[src/rtl/jbce_pkg.sv]
// shared widths, bit positions and the result record of the jtag byte command engine
`timescale 1ns / 1ps

package jbce_pkg;

   localparam int ByteWidth  = 8;
   localparam int CountWidth = 6;
   localparam int ReqWidth   = 16;
   localparam int RspWidth   = 24;
   localparam int RspUsed    = 22;

   localparam logic [ByteWidth-1:0]  ShiftFlagMask = 8'h80;
   localparam logic [ByteWidth-1:0]  PinMask       = 8'h7F;
   localparam logic [ByteWidth-1:0]  ModeMask      = 8'h60;
   localparam logic [CountWidth-1:0] CountMask     = 6'h3F;

   localparam int BitShift = 7;
   localparam int BitRead  = 6;
   localparam int BitLed   = 5;
   localparam int BitTdi   = 4;
   localparam int BitTms   = 1;
   localparam int BitTck   = 0;

   typedef struct packed {
      logic [ByteWidth-1:0] read_data;
      logic                 read_valid;
      logic [ByteWidth-1:0] shift_out;
      logic                 shift_now;
      logic                 led_level;
      logic                 tck_level;
      logic                 tms_level;
      logic                 tdi_level;
   } result_type;

   typedef struct packed {
      logic [ByteWidth-1:0] tdo_bits;
      logic [ByteWidth-1:0] command_byte;
   } command_item_type;

endpackage

[src/rtl/jbce_in_stage.sv]
// input register of the request stream
`timescale 1ns / 1ps

module jbce_in_stage
   import jbce_pkg::*;
(
   input  logic             clock,
   input  logic             reset,
   input  logic             req_tvalid,
   output logic             req_tready,
   input  command_item_type req_item,
   input  logic             advance,
   output logic             item_valid,
   output command_item_type item
);

   logic             valid_ff;
   logic             valid_in;
   command_item_type item_ff;

   assign req_tready = !valid_ff || advance;
   assign valid_in   = req_tready ? req_tvalid : valid_ff;

   always_ff @(posedge clock) begin
      if (reset) begin
         valid_ff <= 1'b0;
      end else begin
         valid_ff <= valid_in;
      end
      if (req_tready && req_tvalid) begin
         item_ff <= req_item;
      end
   end

   assign item_valid = valid_ff;
   assign item       = item_ff;

endmodule

[src/rtl/jbce_decode.sv]
// command decode with the shift count, read flag and pin registers
`timescale 1ns / 1ps

module jbce_decode
   import jbce_pkg::*;
(
   input  logic             clock,
   input  logic             reset,
   input  logic             step,
   input  command_item_type item,
   output result_type       result
);

   logic [CountWidth-1:0] bytes_left_ff, bytes_left_in;
   logic                  read_enable_ff, read_enable_in;
   logic                  tdi_ff, tdi_in;
   logic                  tms_ff, tms_in;
   logic                  tck_ff, tck_in;
   logic                  led_ff, led_in;

   logic [ByteWidth-1:0] cmd;
   logic [ByteWidth-1:0] tdo;

   assign cmd = item.command_byte;
   assign tdo = item.tdo_bits;

   always_comb begin
      bytes_left_in     = bytes_left_ff;
      read_enable_in    = read_enable_ff;
      tdi_in            = tdi_ff;
      tms_in            = tms_ff;
      tck_in            = tck_ff;
      led_in            = led_ff;
      result.shift_now  = 1'b0;
      result.shift_out  = '0;
      result.read_valid = 1'b0;
      result.read_data  = '0;
      if (bytes_left_ff == '0) begin
         read_enable_in = cmd[BitRead];
         if ((cmd & ShiftFlagMask) != '0) begin
            bytes_left_in = cmd[CountWidth-1:0] & CountMask;
         end else begin
            led_in = ~cmd[BitLed];
            tdi_in = cmd[BitTdi];
            tms_in = cmd[BitTms];
            tck_in = cmd[BitTck];
            if (cmd[BitRead]) begin
               result.read_valid = 1'b1;
               result.read_data  = {{(ByteWidth-1){1'b0}}, tdo[0]};
            end
         end
      end else begin
         bytes_left_in    = (bytes_left_ff - 1'b1) & CountMask;
         result.shift_now = 1'b1;
         result.shift_out = cmd;
         if (read_enable_ff) begin
            result.read_valid = 1'b1;
            result.read_data  = tdo;
         end
      end
      result.tdi_level = tdi_in;
      result.tms_level = tms_in;
      result.tck_level = tck_in;
      result.led_level = led_in;
   end

   always_ff @(posedge clock) begin
      if (reset) begin
         bytes_left_ff  <= '0;
         read_enable_ff <= 1'b0;
         tdi_ff         <= 1'b0;
         tms_ff         <= 1'b0;
         tck_ff         <= 1'b0;
         led_ff         <= 1'b1;
      end else if (step) begin
         bytes_left_ff  <= bytes_left_in;
         read_enable_ff <= read_enable_in;
         tdi_ff         <= tdi_in;
         tms_ff         <= tms_in;
         tck_ff         <= tck_in;
         led_ff         <= led_in;
      end
   end

endmodule

[src/rtl/jbce_out_stage.sv]
// result register of the response stream
`timescale 1ns / 1ps

module jbce_out_stage
   import jbce_pkg::*;
(
   input  logic                clock,
   input  logic                reset,
   input  logic                item_valid,
   input  result_type          result,
   output logic                advance,
   output logic                rsp_tvalid,
   input  logic                rsp_tready,
   output logic [RspWidth-1:0] rsp_tdata
);

   logic       valid_ff;
   logic       valid_in;
   logic       room;
   result_type result_ff;

   assign room     = !valid_ff || rsp_tready;
   assign advance  = room && item_valid;
   assign valid_in = room ? item_valid : valid_ff;

   always_ff @(posedge clock) begin
      if (reset) begin
         valid_ff <= 1'b0;
      end else begin
         valid_ff <= valid_in;
      end
      if (advance) begin
         result_ff <= result;
      end
   end

   assign rsp_tvalid = valid_ff;
   assign rsp_tdata  = {{(RspWidth-RspUsed){1'b0}}, result_ff};

endmodule

[src/rtl/jtag_byte_command_engine_top.sv]
// top level of the jtag byte command engine
`timescale 1ns / 1ps

// Byte command JTAG engine. Each request byte is either a command (bit 7 opens a
// shift run of bits 5..0 payload bytes, with bit 6 asking for read-back; otherwise
// it bit-bangs TDI, TMS, TCK and the LED) or a payload byte of a pending shift run,
// which survives any gap in the stream. Every request transfer gives exactly one
// response transfer carrying the pin levels after that byte, the byte to shift and
// any read-back data. A byte passes the input register, the decode and the result
// register, so its response is offered once the result register has taken it, and
// one byte is taken every cycle as long as the response side keeps taking results.

module jtag_byte_command_engine_top
   import jbce_pkg::*;
(
   input  logic                clock,
   input  logic                reset,
   input  logic                req_tvalid,
   output logic                req_tready,
   // command_byte [7:0], tdo_bits [15:8]
   input  logic [ReqWidth-1:0] req_tdata,
   output logic                rsp_tvalid,
   input  logic                rsp_tready,
   // tdi_level [0], tms_level [1], tck_level [2], led_level [3], shift_now [4],
   // shift_out [12:5], read_valid [13], read_data [21:14], zero [23:22]
   output logic [RspWidth-1:0] rsp_tdata
);

   command_item_type req_item;
   command_item_type item;
   logic             item_valid;
   logic             advance;
   result_type       result;

   assign req_item = command_item_type'(req_tdata);

   jbce_in_stage u_in_stage (
      .clock      (clock),
      .reset      (reset),
      .req_tvalid (req_tvalid),
      .req_tready (req_tready),
      .req_item   (req_item),
      .advance    (advance),
      .item_valid (item_valid),
      .item       (item)
   );

   jbce_decode u_decode (
      .clock  (clock),
      .reset  (reset),
      .step   (advance),
      .item   (item),
      .result (result)
   );

   jbce_out_stage u_out_stage (
      .clock      (clock),
      .reset      (reset),
      .item_valid (item_valid),
      .result     (result),
      .advance    (advance),
      .rsp_tvalid (rsp_tvalid),
      .rsp_tready (rsp_tready),
      .rsp_tdata  (rsp_tdata)
   );

endmodule

[config.mk]
export PLATFORM = sky130hd
export DESIGN_NAME = jtag_byte_command_engine_top
export DESIGN_NICKNAME = d
export VERILOG_FILES = /design/src/rtl/jbce_pkg.sv /design/src/rtl/jbce_in_stage.sv /design/src/rtl/jbce_decode.sv /design/src/rtl/jbce_out_stage.sv /design/src/rtl/jtag_byte_command_engine_top.sv
export SDC_FILE = /design/constraint.sdc
export NUM_CORES = 1
export LEC_CHECK = 0
export BUFFER_PORTS_ARGS = -buffer_cell sky130_fd_sc_hd__buf_2
export CAP_MARGIN = 20
export CORE_ASPECT_RATIO = 2
export CORE_MARGIN = 3
export CORE_UTILIZATION = 38
export DETAILED_ROUTE_END_ITERATION = 12
export GPL_TIMING_DRIVEN = 0
export HOLD_SLACK_MARGIN = 0.05
export PLACE_DENSITY = 0.63
export SLEW_MARGIN = 0
export SYNTH_ARGS = -nofsm -noshare
export SYNTH_HDL_FRONTEND = slang
export SYNTH_HIERARCHICAL = 1
export SYNTH_SLANG_ARGS = --single-unit
[constraint.sdc]
create_clock -name clock -period 2.18 [get_ports clock]
set_input_delay 0.109 -clock clock [delete_from_list [all_inputs] [get_ports clock]]
set_output_delay 0.109 -clock clock [all_outputs]
set_load 0.1 [all_outputs]
==> run metrics <==
Die Width=58.18 µm; status=completed; PwrDens=1068 nW/µm²; design area=2635 µm²; CP Max Fanout=10; part of the cycle the worst path needs=0.9397; Cell Rows=37; Reg clk slew, reported paths=90 ps; GRT Total Usage=0.1305; critical path launch point=u_decode/bytes_left_ff[0]; Final Hold Vio Count=0; CP endpoint kind=register; ys flop type=edfxtp_1; kind of critical path=register to register; share of cells above drive strength 1=0.3318; Worst Hold Class=primary input to register; Mapped Area=2069 µm²; flop-to-flop setup slack=130 ps; largest family of logic cells by synthesized area=simple AND/OR/NAND/NOR gates; port buffer count=43; Global Route met1 Usage=0.1394; Synth Area in Compound Gates=0.09492; Finish-stage setup viols=0; EDFF count, synth=38; Core Box Area=5185 µm²; ANT nets after route=0; Critical Path End=u_out_stage/rsp_tdata[20]; Final Wtd Congestion=0.7786; clock buffer depth=2; initial antenna violation count=0; post-synthesis xor/xnor area fraction=0; first-pass GRT wire length=6313 µm; reg2reg path depth=7; Post-CTS Repair Setup Buffers=0; unrepaired setup endpoints after global routing=no; total grt overflow=0; max cap viols=0; worst r2r dst=u_out_stage/rsp_tdata[20]; DRC=0; f_max=0.4881 GHz; largest cells by area after synthesis=edfxtp_1 55%, dfxtp_1 13%, and2_1 2.4%; Skew-Pair Late Insertion Delay=310 ps; clk_skew=8.740 ps; nets=240; dpl hpwl=2603 µm; Critical Path RT=2250 ps; most frequent cells in the layout=46 x buf_2, 38 x edfxtp_1, 18 x dlygate4sd3_1; global routing usage on met3=0.03497; Seq/Total Area, Yosys=0.6771; largest net degree at the start of global routing=25; ANT cells=0; Cell variety after synth=41; FF+latch count, synth=51; number of H-tree levels=2; Top Ports=46; Post-synth ARST share=0; Placed Cells=252; final setup TNS=0 ps; Initial Util=0.3991; TritonRoute pass-1 iters=3; cell taking the most area after synthesis=edfxtp_1; clk sinks=51; multiplexer area fraction after synthesis=0.02660; CTS root buffer=clkbuf_8; drt initial violations=12; Max Slew Vio Count=0; via count=1,337; Tmin final=2049 ps; final wirelength=3680 µm; maximum VDD drop=0.7113 mV; TritonCTS buffer count=5; Layout area overhead=27.33%; Die Span Y=110.4 µm; met2 usage=0.2362; Reg2Reg Launch Point=u_decode/bytes_left_ff[0]; CP Launch Type=register; simple-gate share of the synthesized area=0.1409; Layout Cells excl Fill=278; Vias/cell=4.809; CTS tree=built; Post-Synth Adder-Cell Area=0.006046; vias in the first global route=1,377; die area=6421 µm²; Avg WL per Cell=13.24 µm; GRT Max-Usage Layer=met2; most common cell after layout, fill and taps aside=buf_2; hold_ws=70.62 ps; YS warnings=6; syn avg cell area=13.80 µm²; CP Data Arrival Time=2120 ps; P_leak=1.088 nW; Yosys top cell area share=0.5514; Syn Inst Count=150; Area after DPL=2362 µm²
-- per-layer routing --
metal  share of wire  wire length [µm]  vias to the layer above
li1                -                 -                      670
met1            0.36              1343                      626
met2            0.56              2078                       35
met3           0.052               192                        6
met4           0.018                65                        0
met5               0                 0                        -
-- state kept, by name (all words and copies together), names as in the netlist --
register / count
u_out_stage/rsp_tdata: 22
u_in_stage/item: 16
u_decode/bytes_left_ff: 6
u_decode/led_ff: 1
u_decode/read_enable_ff: 1
u_decode/tck_ff: 1
u_decode/tdi_ff: 1
u_decode/tms_ff: 1
u_in_stage/item_valid: 1
u_out_stage/rsp_tvalid: 1
-- where the power goes --
part / total, W / switching (W) / internal (W)
Combinational: 0.00105 / 0.000717 / 0.000332
Clock: 0.000527 / 0.000303 / 0.000224
Sequential: 0.00124 / 0.0000566 / 0.00118
Total: 0.00281 / 0.00108 / 0.00174
-- timing repair --
item,CTS,global route
endpoints found under the hold margin,18,0
endpoints found under the setup margin,0,5
hold buffers,18,0
resized for setup,0,1
-- critical path, stage by stage, from the launching register on --
cell and delay, ps:
dfxtp_1 340, inv_1 100, ha_1 280, or4b_4 560, nor2_8 140, inv_2 50
buf_2 160, and3_1 200
-- area by class of cell --
type                       count  area [µm²]
clock inverter                 3       20.02
tap                           58       72.57
buffer                        11       75.07
inverter                       9       33.78
multi-input combinational     80       566.8
fill                         480        2550
clock buffer                   5       68.82
timing repair buffer          61       395.4
sequential                    51        1403
-- how the worst min path moves through the flow --
stage                   from                     end  slack, ps  depth (start not counted)
2_1_floorplan          reset  u_out_stage/rsp_tvalid        160                          1
3_3_place_gp   req_tdata[10]     u_in_stage/item[10]        290                          1
3_5_place_dp    req_tdata[4]      u_in_stage/item[4]        290                          1
4_1_cts           rsp_tready  u_out_stage/rsp_tvalid         60                          3
5_1_grt           rsp_tready  u_out_stage/rsp_tvalid         70                          3
6_report          rsp_tready  u_out_stage/rsp_tvalid         70                          3
-- cells by family (layout without fill, tap and decap cells) --
group,count (synthesis),after routing
other,1,2
AO/OA/AOI/OAI,29,29
multiplexers,5,5
adder cells (fa/ha/maj),1,1
buffers and inverters,20,89
flip-flops,51,51
AND/OR/NAND/NOR,43,43
-- Yosys cell counts (2+ instances only) --
cell and n:
dfxtp_1 13, nand3_1 2, o211ai_1 2, mux2_1 3, o21ai_0 2, a21oi_1 7, a211o_1 2, and3_1 7
nand2b_1 2, inv_1 8, edfxtp_1 38, o31ai_1 2, and2_1 8, o21a_1 4, buf_4 6, nand2b_4 2
nor2_1 8, a21oi_2 2, and2_4 2, nand2_1 6, o21ai_1 2, buf_2 3
-- stage by stage --
stage / power, W / setup WS (ps) / util
after floorplan: 0.002116 / 224.7 / -
after global placement: 0.002276 / 12.31 / 0.4556
after detailed placement: 0.002283 / 30.62 / 0.4556
after CTS: 0.002833 / 5.129 / 0.5075
after global routing: 0.002965 / 0.5320 / 0.5082
final: 0.002814 / 131.4 / 0.5082
Note: power is estimated with default switching activity, not from simulation.
